===== src/rtl/jpeg_sof3_marker_checker_assert.svh =====
// ----------------------------------------------------------------------------
// Assertion macros for the SOF3 marker checker
// Concurrent checks clocked on clk, quiet while arst_n is low.
// ----------------------------------------------------------------------------
`ifndef JPEG_SOF3_MARKER_CHECKER_ASSERT_SVH
`define JPEG_SOF3_MARKER_CHECKER_ASSERT_SVH

`ifndef SYNTH
// Same-cycle implication.
`define SOF3C_ASSERT_NOW(label, pre, post, msg) \
	label: assert property (@(posedge clk) disable iff (!arst_n) (pre) |-> (post)) \
		else $error(msg);
// Next-cycle implication.
`define SOF3C_ASSERT_NEXT(label, pre, post, msg) \
	label: assert property (@(posedge clk) disable iff (!arst_n) (pre) |=> (post)) \
		else $error(msg);
`else
`define SOF3C_ASSERT_NOW(label, pre, post, msg)
`define SOF3C_ASSERT_NEXT(label, pre, post, msg)
`endif

`endif


===== src/rtl/sof3c_pkg.sv =====
// ----------------------------------------------------------------------------
// SOF3 marker checker package
// Shared types, status codes and marker constants.
// ----------------------------------------------------------------------------
package sof3c_pkg;

	typedef logic [1:0] status_t;

	localparam status_t ST_VALID       = 2'd0;
	localparam status_t ST_MALFORMED   = 2'd1;
	localparam status_t ST_UNSUPPORTED = 2'd2;
	localparam status_t ST_TRUNCATED   = 2'd3;

	typedef logic cfg_index_t;
	localparam cfg_index_t CFG_WIDTH  = 1'b0;
	localparam cfg_index_t CFG_HEIGHT = 1'b1;

	localparam logic [7:0] MK_FILL = 8'hff;
	localparam logic [7:0] MK_SOI  = 8'hd8;
	localparam logic [7:0] MK_EOI  = 8'hd9;
	localparam logic [7:0] MK_SOS  = 8'hda;
	localparam logic [7:0] MK_SOF3 = 8'hc3;
	localparam logic [7:0] MK_DHT  = 8'hc4;
	localparam logic [7:0] MK_JPG  = 8'hc8;
	localparam logic [7:0] MK_DAC  = 8'hcc;
	localparam logic [7:0] MK_SOF0 = 8'hc0;
	localparam logic [7:0] MK_SOF15 = 8'hcf;
	localparam logic [7:0] MK_RST0 = 8'hd0;
	localparam logic [7:0] MK_RST7 = 8'hd7;
	localparam logic [7:0] MK_TEM  = 8'h01;
	localparam logic [7:0] MK_NONE = 8'h00;

	localparam logic [15:0] FRAME_LEN     = 16'd11;
	localparam logic [7:0]  PRECISION     = 8'd16;
	localparam logic [7:0]  NUM_COMP      = 8'd1;
	localparam logic [7:0]  SAMPLING      = 8'h11;
	localparam logic [7:0]  QUANT_TABLE   = 8'h00;

	typedef struct packed {
		logic [7:0] data_byte;
		logic       final_byte;
	} item_t;

	function automatic logic is_frame_marker(input logic [7:0] m);
		return (m >= MK_SOF0) && (m <= MK_SOF15) && (m != MK_DHT) && (m != MK_JPG)
			&& (m != MK_DAC);
	endfunction

	function automatic logic is_bad_marker(input logic [7:0] m);
		return (m == MK_NONE) || (m == MK_TEM) || (m == MK_SOI)
			|| ((m >= MK_RST0) && (m <= MK_RST7));
	endfunction

endpackage


===== src/rtl/sof3c_parser.sv =====
// ----------------------------------------------------------------------------
// Marker segment parser
// One byte per step: start marker, fill bytes, lengths, frame header fields.
// ----------------------------------------------------------------------------
`include "jpeg_sof3_marker_checker_assert.svh"

module sof3c_parser (
	input  logic               clk,
	input  logic               arst_n,
	input  logic               step_en,
	input  sof3c_pkg::item_t   item,
	input  logic [15:0]        expected_width,
	input  logic [15:0]        expected_height,
	output logic               res_load,
	output sof3c_pkg::status_t status
);
	import sof3c_pkg::*;

	typedef enum logic [3:0] {
		PH_START0 = 4'd0,
		PH_START1 = 4'd1,
		PH_MARK   = 4'd2,
		PH_FILL   = 4'd3,
		PH_LEN_HI = 4'd4,
		PH_LEN_LO = 4'd5,
		PH_BODY   = 4'd6
	} phase_t;

	// frame header body offsets
	localparam logic [3:0] HO_PREC  = 4'd0;
	localparam logic [3:0] HO_H_HI  = 4'd1;
	localparam logic [3:0] HO_H_LO  = 4'd2;
	localparam logic [3:0] HO_W_HI  = 4'd3;
	localparam logic [3:0] HO_W_LO  = 4'd4;
	localparam logic [3:0] HO_NCOMP = 4'd5;
	localparam logic [3:0] HO_SAMP  = 4'd7;
	localparam logic [3:0] HO_QT    = 4'd8;
	localparam logic [3:0] HO_MAX   = 4'd15;

	phase_t      phase_q, phase_n;
	logic [2:0]  bytes_seen_q, bytes_seen_n;
	logic [7:0]  marker_q, marker_n;
	logic [7:0]  length_high_q, length_high_n;
	logic [15:0] segment_left_q, segment_left_n;
	logic [3:0]  header_offset_q, header_offset_n;
	logic        frame_found_q, frame_found_n;
	logic        frame_bad_q, frame_bad_n;
	logic [7:0]  held_byte_q, held_byte_n;
	logic        decided_q, decided_n;

	logic        hit;
	status_t     code;
	logic [15:0] size;
	logic [15:0] left_m2;
	logic [7:0]  b;
	logic        fin;

	assign b       = item.data_byte;
	assign fin     = item.final_byte;
	assign size    = {length_high_q, b};
	assign left_m2 = size - 16'd2;

	always_comb begin
		phase_n         = phase_q;
		bytes_seen_n    = bytes_seen_q;
		marker_n        = marker_q;
		length_high_n   = length_high_q;
		segment_left_n  = segment_left_q;
		header_offset_n = header_offset_q;
		frame_found_n   = frame_found_q;
		frame_bad_n     = frame_bad_q;
		held_byte_n     = held_byte_q;
		decided_n       = decided_q;
		hit             = 1'b0;
		code            = ST_MALFORMED;

		if (!decided_q) begin
			if (bytes_seen_q != 3'd7) begin
				bytes_seen_n = bytes_seen_q + 3'd1;
			end
			unique case (phase_q)
				PH_START0: begin
					if (b != MK_FILL) hit = 1'b1;
					else phase_n = PH_START1;
				end
				PH_START1: begin
					if (b != MK_SOI) hit = 1'b1;
					else phase_n = PH_MARK;
				end
				PH_MARK: begin
					if (b != MK_FILL) hit = 1'b1;
					else phase_n = PH_FILL;
				end
				PH_FILL: begin
					// skip fill bytes
					if (b != MK_FILL) begin
						marker_n = b;
						if (b == MK_SOS) begin
							hit  = 1'b1;
							code = frame_found_q ? ST_VALID : ST_UNSUPPORTED;
						end else if (b == MK_EOI) begin
							hit  = 1'b1;
							code = ST_TRUNCATED;
						end else if (is_bad_marker(b)) begin
							hit = 1'b1;
						end else begin
							phase_n         = PH_LEN_HI;
							frame_bad_n     = 1'b0;
							header_offset_n = '0;
						end
					end
				end
				PH_LEN_HI: begin
					length_high_n = b;
					phase_n       = PH_LEN_LO;
				end
				PH_LEN_LO: begin
					if (size < 16'd2) begin
						hit = 1'b1;
					end else begin
						segment_left_n = left_m2;
						if (is_frame_marker(marker_q) &&
						    (marker_q != MK_SOF3 || frame_found_q || size != FRAME_LEN)) begin
							frame_bad_n = 1'b1;
						end
						if (left_m2 == '0) begin
							phase_n = PH_MARK;
							if (frame_bad_n) begin
								hit  = 1'b1;
								code = ST_UNSUPPORTED;
							end else if (marker_q == MK_SOF3) begin
								frame_found_n = 1'b1;
							end
						end else begin
							phase_n = PH_BODY;
						end
					end
				end
				PH_BODY: begin
					if (marker_q == MK_SOF3 && !frame_bad_q) begin
						unique case (header_offset_q)
							HO_PREC:  if (b != PRECISION) frame_bad_n = 1'b1;
							HO_H_HI:  held_byte_n = b;
							HO_H_LO:  if ({held_byte_q, b} != expected_height) frame_bad_n = 1'b1;
							HO_W_HI:  held_byte_n = b;
							HO_W_LO:  if ({held_byte_q, b} != expected_width) frame_bad_n = 1'b1;
							HO_NCOMP: if (b != NUM_COMP) frame_bad_n = 1'b1;
							HO_SAMP:  if (b != SAMPLING) frame_bad_n = 1'b1;
							HO_QT:    if (b != QUANT_TABLE) frame_bad_n = 1'b1;
							default: ;
						endcase
					end
					if (header_offset_q != HO_MAX) begin
						header_offset_n = header_offset_q + 4'd1;
					end
					if (segment_left_q != '0) begin
						segment_left_n = segment_left_q - 16'd1;
					end
					if (segment_left_n == '0) begin
						phase_n = PH_MARK;
						if (frame_bad_n) begin
							hit  = 1'b1;
							code = ST_UNSUPPORTED;
						end else if (marker_q == MK_SOF3) begin
							frame_found_n = 1'b1;
						end
					end
				end
				default: hit = 1'b1;
			endcase

			// final word overrides: short stream, then truncation
			if (fin && bytes_seen_n < 3'd4) begin
				hit  = 1'b1;
				code = ST_MALFORMED;
			end else if (fin && !hit) begin
				hit  = 1'b1;
				code = ST_TRUNCATED;
			end
			if (hit && !fin) begin
				decided_n = 1'b1;
			end
		end

		// re-arm for the next stream
		if (fin) begin
			phase_n         = PH_START0;
			bytes_seen_n    = '0;
			marker_n        = '0;
			length_high_n   = '0;
			segment_left_n  = '0;
			header_offset_n = '0;
			frame_found_n   = 1'b0;
			frame_bad_n     = 1'b0;
			held_byte_n     = '0;
			decided_n       = 1'b0;
		end
	end

	assign res_load = step_en & hit;
	assign status   = code;

	always_ff @(posedge clk or negedge arst_n) begin
		if (!arst_n) begin
			phase_q         <= PH_START0;
			bytes_seen_q    <= '0;
			marker_q        <= '0;
			length_high_q   <= '0;
			segment_left_q  <= '0;
			header_offset_q <= '0;
			frame_found_q   <= 1'b0;
			frame_bad_q     <= 1'b0;
			held_byte_q     <= '0;
			decided_q       <= 1'b0;
		end else if (step_en) begin
			phase_q         <= phase_n;
			bytes_seen_q    <= bytes_seen_n;
			marker_q        <= marker_n;
			length_high_q   <= length_high_n;
			segment_left_q  <= segment_left_n;
			header_offset_q <= header_offset_n;
			frame_found_q   <= frame_found_n;
			frame_bad_q     <= frame_bad_n;
			held_byte_q     <= held_byte_n;
			decided_q       <= decided_n;
		end
	end

	`SOF3C_ASSERT_NOW(a_decided_silent, step_en && decided_q, !res_load, "result after decision")
	`SOF3C_ASSERT_NEXT(a_final_rearms, step_en && fin, !decided_q && phase_q == PH_START0, "final word did not re-arm")
	`SOF3C_ASSERT_NEXT(a_result_decides, res_load && !fin, decided_q, "result without decision")
	`SOF3C_ASSERT_NOW(a_body_left, phase_q == PH_BODY, segment_left_q != '0, "body with nothing left")

endmodule


===== config.mk =====
export PLATFORM = sky130hd
export DESIGN_NAME = sof3c_parser
export DESIGN_NICKNAME = d
export VERILOG_FILES = /design/src/rtl/sof3c_pkg.sv /design/src/rtl/sof3c_parser.sv
export VERILOG_INCLUDE_DIRS = /design/src /design/src/rtl
export SDC_FILE = /design/constraint.sdc
export NUM_CORES = 1
export LEC_CHECK = 0
export BUFFER_PORTS_ARGS = -buffer_cell sky130_fd_sc_hd__clkbuf_2
export CORE_MARGIN = 2
export CORE_UTILIZATION = 57
export CTS_CLUSTER_SIZE = 8
export DETAILED_ROUTE_END_ITERATION = 7
export HOLD_SLACK_MARGIN = 0.15
export PLACE_DENSITY = 0.82
export SYNTH_ARGS = -nofsm -noshare
export SYNTH_HDL_FRONTEND = slang
export SYNTH_SLANG_ARGS = --single-unit

===== constraint.sdc =====
create_clock -name clk -period 5.1 [get_ports clk]
set_input_delay 1.53 -clock clk [delete_from_list [all_inputs] [get_ports clk]]
set_output_delay 1.53 -clock clk [all_outputs]
set_load 0.01 [all_outputs]

==> results.md, run 1 <==
- Bufs on Longest Clock Path: 2
- Routed length per instance: 18.7 um
- Setup TNS: 0 ps
- HP Class: reg -> reg
- Fmax: 0.197 GHz
- Vias/cell: 6.47
- Worst endpoint required time: 3570 ps
- Clock-pin slew of the registers on the worst-case setup and hold paths: 100 ps
- Vias in the first global route: about 4,500
- Final #Nets: between 600 and 700
- Placer Congestion: about 1
- Status: finished, final reports clean
- DRT iter0 DRCs: between 400 and 500
- Placed cell area: between 4000 and 5000 um^2
- Layout Cells excl Fill: 726
- Die width: 92.2 um
- Initial Util: 58.0%
- Leakage Power: 2.16 nW
- Antenna fix cells: 0
- Top FF cell, synth: dfrtp_1
- Slew @ Worst Pin: just over 800 ps
- Skew-Pair Late Insertion Delay: between 300 and 400 ps
- Library cells used by synthesis: between 60 and 70
- CTS Buf Count: 5
- Final setup fails: 0
- Core Rows: 32
- Post-synth EDFFs: 0
- Synth Instances: approximately 560
- DIE AREA: 8500 um^2
- Fin area: 5160 um^2
- Final Max Slew Viols: 0
- Syn avg cell area: 7.86 um^2
- Port bufs: 46
- Synth Cell Area: 4430 um^2
- Power density cells: 365 nW/um^2
- Setup CP Type: in -> out
- H-tree depth: 2
- Pin count of the biggest net entering global routing: 54
- Final setup skew: between 10 and 15 ps
- Drt first pass iters: 6
- Peak VDD IR: 0.000229 V
- Via count: 4,694
- DRT Wirelength: 13.6 mm
- Critical path fanouts, max: 9
- Nature of the critical path endpoint: output pin
- Total track usage: between 30 and 40%
- Global-route wire length before repair: roughly 22 mm
- Synth Net Count: 616
- Worst Path Arrival: 3540 ps
- Die Ht: 92.2 um
- Worst r2r src: segment_left_q[0]
- Crit. Startpoint: item[5]
- Ys Warns: 0
- Unrepaired setup endpoints after global routing: true
- Core Area: 7650 um^2
- Fin crit period: 5070 ps
- Detailed placement HPWL: 10.1 mm
- Ys async rst share: 100%
- Max-cap violations: 0
- Filler cells: 648
- Relative slew margins: ~44%
- Grt total ovfl: 0
- Initial antenna violation count: 0
- Clock sink total: 53
- Final Cycle Share: 99.4%
- Most frequent cells in the layout: dfrtp_1 (53), nor2_1 (52), o21ai_0 (47)
- CP Launch Type: input pin
- Final Hold Viols: 0
- Min-delay src: marker_q[6]
- CTS tree: done
- Register area share after synthesis: 29.9%
- DP Cell Count: 716
- Number of I/O pins: 47
- Worst Slack Setup Final: 28.9 ps
- FF+latch count, synth: 53
- Most common cell after layout, fill and taps aside: dfrtp_1
- Residual DRC count: 0
- P&R area growth vs syn: 16.4%
- Final ANT Viol Nets: 0
- Post-Place Worst Slack: -64.0 ps
- Share of cells above drive strength 1: 24.7%
- CTS Root Cell: clkbuf_8
cells by family (layout without fill, tap and decap cells):
| kind of cell | after synthesis | after routing | share of synthesized area [%] |
|---|---|---|---|
| flip-flops | 53 | 53 | 29.9 |
| AO/OA/AOI/OAI | 149 | 149 | 21.1 |
| multiplexers | 33 | 33 | 8.02 |
| adder cells (fa/ha/maj) | 8 | 8 | 2.26 |
| XOR/XNOR | 29 | 29 | 5.73 |
| buffers and inverters | 66 | 126 | 5.93 |
| AND/OR/NAND/NOR | 226 | 226 | 27.0 |
synthesized netlist by cell type (all sizes together), types with 3 or more instances:
library cell | count | area, um^2
nor4b | 3 | 41.3
dfrtp | 53 | 1330
or3 | 3 | 18.8
a21o | 5 | 37.5
or4 | 9 | 71.3
nor4 | 12 | 90.1
mux2 | 20 | 225
ha | 8 | 100
a211oi | 6 | 45.0
nand3 | 17 | 85.1
nor3 | 29 | 145
nand2b | 8 | 50.1
mux2i | 13 | 130
o21bai | 3 | 22.5
xnor2 | 20 | 175
a21oi | 27 | 135
o21ai | 53 | 273
nand4 | 10 | 62.6
nand2 | 44 | 168
o31ai | 6 | 50.1
nor2b | 15 | 93.8
nor2 | 53 | 201
xor2 | 9 | 78.8
o22ai | 13 | 81.3
nand4b | 3 | 26.3
buf | 11 | 56.3
inv | 30 | 113
clkbuf | 25 | 93.8
a31oi | 10 | 62.6
o221ai | 4 | 35.0
or2 | 9 | 56.3
a2111oi | 4 | 35.0
critical path, cell delays in order:
cell and delay (ps):
clkbuf_4 180, or4_4 590, a21oi_2 160, nor3_2 60, o221ai_2 220, nor3_2 80
or2_2 310, o21ai_0 150, a21o_1 130, clkbuf_2 120
layout make-up:
cell class	instances	area, um^2	share of cell area (%)
Tap cell	102	128	2.47
Clock buffer	6	72.6	1.41
Multi-Input combinational cell	445	2960	57.3
Clock inverter	2	15.0	0.291
Timing Repair Buffer	88	548	10.6
Sequential cell	53	1330	25.7
Inverter	30	113	2.18
worst paths after layout:
| kind | end | slack (ps) | depth (start not counted) |
|---|---|---|---|
| worst min register to register | marker_q[6] | 510 | 1 |
| worst max-delay path | status[0] | 30 | 10 |
| worst min-delay path | marker_q[6] | 510 | 1 |
| worst max register to register | frame_found_q | 1930 | 10 |
| min in group asynchronous | length_high_q[0] | 1330 | 2 |
| max in group asynchronous | segment_left_q[1] | 3330 | 2 |
registers in the layout, summed over array words and instances, names as in the netlist:
register	cells
length_high_q	8
header_offset_q	4
frame_bad_q	1
bytes_seen_q	3
segment_left_q	16
decided_q	1
held_byte_q	8
frame_found_q	1
phase_q	3
marker_q	8
power breakdown:
group          internal (W)  switching [W]
Clock             0.0000972       0.000152
Combinational      0.000415       0.000574
Sequential         0.000509       0.000136
Total               0.00102       0.000862
per-stage QoR:
step / utilization [%] / hold slack (ps) / total power, W
final: 67.5 / 508 / 0.00188
after detailed placement: 64.6 / 487 / 0.00158
after global placement: 64.6 / 480 / 0.00155
after CTS: 66.1 / 510 / 0.00183
after global routing: 67.5 / 523 / 0.00201
after floorplan: - / 463 / 0.00133
routing by layer:
layer  global-route usage, %  vias up  part of all wire, %
li1                        -     2169                    -
met1                    44.3     2206                   42
met2                    53.7      263                   47
met3                    3.78       56                  7.7
met4                    12.9        0                  3.6
met5                       0        -                    0
repair_timing:
item	in CTS	in global routing
buffers inserted	0	2
endpoints found under the hold margin	0	0
setup endpoints to repair	2	3
hold buffers	0	0
gates resized for setup	6	23
pin swaps	3	6
No activity file was read; power rests on OpenSTA's default activity.
==> run 2, diff against run 1 <==
--- a/config.mk
+++ b/config.mk
@@ -6,13 +6,15 @@
 export SDC_FILE = /design/constraint.sdc
 export NUM_CORES = 1
 export LEC_CHECK = 0
+export ABC_AREA = 1
 export BUFFER_PORTS_ARGS = -buffer_cell sky130_fd_sc_hd__clkbuf_2
 export CORE_MARGIN = 2
 export CORE_UTILIZATION = 57
 export CTS_CLUSTER_SIZE = 8
 export DETAILED_ROUTE_END_ITERATION = 7
 export HOLD_SLACK_MARGIN = 0.15
-export PLACE_DENSITY = 0.82
+export PLACE_DENSITY = 0.81
+export SKIP_LAST_GASP = 1
 export SYNTH_ARGS = -nofsm -noshare
 export SYNTH_HDL_FRONTEND = slang
 export SYNTH_SLANG_ARGS = --single-unit
==> results.md, run 2 <==
- Status: finished, final reports clean (unchanged)
- CTS tree: done (unchanged)
- Largest family of logic cells by synthesized area: simple AND/OR/NAND/NOR gates (unchanged)
- Drt first pass iters: 5 (was 6)
- CP Launch Type: input pin (unchanged)
- Synth Area in Simple Gates: 40.8% (was 27.0%)
- Pin count of the biggest net entering global routing: 54 (unchanged)
- DRT iter0 DRCs: 379 (was 493)
- DIE AREA: 8800 um^2 (was 8500 um^2)
- Fmax: 0.200 GHz (was 0.197 GHz)
- Core Rows: 32 (unchanged)
- Post-synth top cells: nand2_1 (226), inv_1 (90), nor2_1 (88) (was dfrtp_1 (53), nor2_1 (52), o21ai_0 (49))
- Setup TNS: 0 ps (unchanged)
- Fin area: 5080 um^2 (was 5160 um^2)
- Library cells used by synthesis: 47 (was 63)
- Unrepaired setup endpoints after global routing: true (unchanged)
- Relative slew margins: 42.5% (was 44.3%)
- Adder-Cell Fraction of Synth Area: 2.18% (was 2.26%)
- Compound-Gate Fraction of Synth Area: 13.1% (was 21.1%)
- Most common cell after layout, fill and taps aside: nand2_1 (was dfrtp_1)
- Peak VDD IR: 0.000184 V (was 0.000229 V)
- Placed cell area: 4860 um^2 (was 4940 um^2)
- Share of cells above drive strength 1: 14.4% (was 24.7%)
- Leading area contributor after synthesis: dfrtp_1 (unchanged)
- Final #Nets: 834 (was 675)
- Top FF cell, synth: dfrtp_1 (unchanged)
- Synth Cell Area: 4600 um^2 (was 4430 um^2)
- Power density cells: 438 nW/um^2 (was 365 nW/um^2)
- Number of I/O pins: 47 (unchanged)
- Leakage Power: 2.63 nW (was 2.16 nW)
- Die width: 93.8 um (was 92.2 um)
- Synth Instances: 740 (was 564)
- Final setup skew: 6.58 ps (was 13.8 ps)
- Routed length per instance: 14.5 um (was 18.7 um)
- Worst Path Arrival: 3480 ps (was 3540 ps)
- Global-route wire length before repair: 21.7 mm (was 22.2 mm)
- Critical path's top delay family: simple AND/OR/NAND/NOR gates (unchanged)
- Tot Pwr: 0.00223 W (was 0.00188 W)
- Final Cycle Share: 98.3% (was 99.4%)
- Max-cap violations: 0 (unchanged)
- Grt total ovfl: 0 (unchanged)
- FF+latch count, synth: 53 (unchanged)
- Residual DRC count: 0 (unchanged)
- H-tree depth: 2 (unchanged)
- Syn avg cell area: 6.22 um^2 (was 7.86 um^2)
- Clock-pin slew of the registers on the worst-case setup and hold paths: 100 ps (about the same)
- HP Class: reg -> reg (unchanged)
- Post-synthesis mux area share: 0.462% (was 8.02%)
- Bufs on Longest Clock Path: 2 (unchanged)
- Most frequent cells in the layout: nand2_1 (225), inv_1 (89), nor2_1 (84) (was dfrtp_1 (53), nor2_1 (52), o21ai_0 (47))
- Clock sink total: 53 (unchanged)
- Fin crit period: 5010 ps (was 5070 ps)
- Antenna fix cells: 0 (unchanged)
- P&R area growth vs syn: 10.5% (was 16.4%)
- CTS Root Cell: clkbuf_8 (unchanged)
- Port bufs: 46 (unchanged)
- Max FFs per register: 16 (unchanged)
- Ys async rst share: 100% (unchanged)
- Setup CP Type: in -> out (unchanged)
- Final setup fails: 0 (unchanged)
- Post-synth EDFFs: 0 (unchanged)
- Vias in the first global route: 4,696 (was 4,495)
- Largest Register: segment_left_q (unchanged)
- Vias/cell: 5.72 (was 6.47)
- Die Ht: 93.8 um (was 92.2 um)
- Register area share after synthesis: 28.8% (was 29.9%)
- Synth area leaders: dfrtp_1 (29%), nand2_1 (18%), inv_1 (7.3%) (was dfrtp_1 (30%), o21ai_0 (5.5%), mux2_2 (5.1%))
- Initial antenna violation count: 0 (unchanged)
- Crit path largest cell delay: 220 ps (was 590 ps)
- Post-synth top area share: 28.8% (was 29.9%)
- Buf/Inv on CP: 3 (was 2)
- CTS Buf Count: 5 (unchanged)
- Most frequent cell after synthesis: nand2_1 (was dfrtp_1)
- Initial Util: 59.2% (was 58.0%)
- Core Area: 7770 um^2 (was 7650 um^2)
- Detailed placement HPWL: 9.55 mm (was 10.1 mm)
- Crit-path most repeated cell: nand2_1 (was nor3_2)
- Final ANT Viol Nets: 0 (unchanged)
- Worst endpoint required time: 3570 ps (about the same)
- Ys Warns: 0 (unchanged)
- Slew @ Worst Pin: 857 ps (was 830 ps)
- CP max-delay cell: nor2_4 (was or4_4)
- Total track usage: 30.5% (was 32.8%)
- Final Max Slew Viols: 0 (unchanged)
- Via count: 5,059 (was 4,694)
- Worst-path cell chain: clkbuf_2 > nor2_1 > nand2_2 > nor2_4 > buf_4 > nand2_1 > nand2_1 > nand2_1 > nor2_1 > nand2_1 > nor2_2 > nand3_2 > nand2_1 > a21oi_1 > nand2_1 > nand2_1 > a21oi_2 > buf_2 (was clkbuf_4 > or4_4 > a21oi_2 > nor3_2 > o221ai_2 > nor3_2 > or2_2 > o21ai_0 > a21o_1 > clkbuf_2)
- Critical path fanouts, max: 7 (was 9)
- Placer Congestion: 0.950 (was 0.984)
- DRT Wirelength: 12.8 mm (was 13.6 mm)
- Skew-Pair Late Insertion Delay: 320 ps (about the same)
- Xor and xnor area share after synthesis: 3.62% (was 5.73%)
- Synth Net Count: 792 (was 616)
- Final Hold Viols: 0 (unchanged)
- CTS Hold Buffers Added: 0 (unchanged)
- Nature of the critical path endpoint: output pin (unchanged)
run 2: through the flow:
step	hold slack [ps]	std cells	util, %	setup WS [ps]
finish	487	885	65.4	87.8
global route	532	885	65.4	-91.6
CTS	495	881	64.1	90.7
detailed placement	480	873	62.6	93.6
global placement	466	873	62.6	198
floorplan	453	740	-	533
run 2: final timing paths:
path / end / depth (start not counted) / slack, ps / startpoint
setup / recovery: res_load / 18 / 90 / item[5]
hold / removal: bytes_seen_q[0] / 1 / 490 / bytes_seen_q[0]
setup reg to reg: decided_q / 20 / 2300 / header_offset_q[0]
hold reg to reg: bytes_seen_q[0] / 1 / 490 / bytes_seen_q[0]
max in group asynchronous: marker_q[5] / 2 / 3310 / arst_n
min in group asynchronous: segment_left_q[4] / 2 / 1320 / arst_n
run 2: final cells by class:
type                       instances  area [um^2]
clock buffer                       5         68.8
sequential                        53         1330
tap                              102          128
multi-input combinational        567         2840
timing repair buffer              54          293
clock inverter                     3         46.3
fill                             705         2690
inverter                         101          384
run 2: repair_timing:
item                                    4_1_cts  5_1_grt
buffers inserted                              0        4
endpoints found under the setup margin        0        3
gates resized for setup                       0       21
run 2: cell families (layout without fill, tap and decap cells):
| group | Yosys count | in the layout |
|---|---|---|
| DFF | 53 | 53 |
| muxes | 2 | 2 |
| adders and majority gates | 8 | 8 |
| and+or+nand+nor | 436 | 436 |
| AOI/OAI and AO/OA | 102 | 102 |
| xor gates and xnor gates | 19 | 19 |
| buffers and inverters | 120 | 163 |
run 2: routing by layer:
metal | global-route usage, % | vias up | part of all wire, %
li1 | - | 2472 | -
met1 | 40.1 | 2317 | 42
met2 | 51.1 | 234 | 48
met3 | 4.33 | 36 | 7.1
met4 | 11.0 | 0 | 2.9
met5 | 0 | - | 0
run 2: power by group:
group | total (W) | switching, W | internal (W)
Sequential | 0.000643 | 0.000109 | 0.000535
Clock | 0.000298 | 0.000151 | 0.000147
Combinational | 0.00129 | 0.000863 | 0.000422
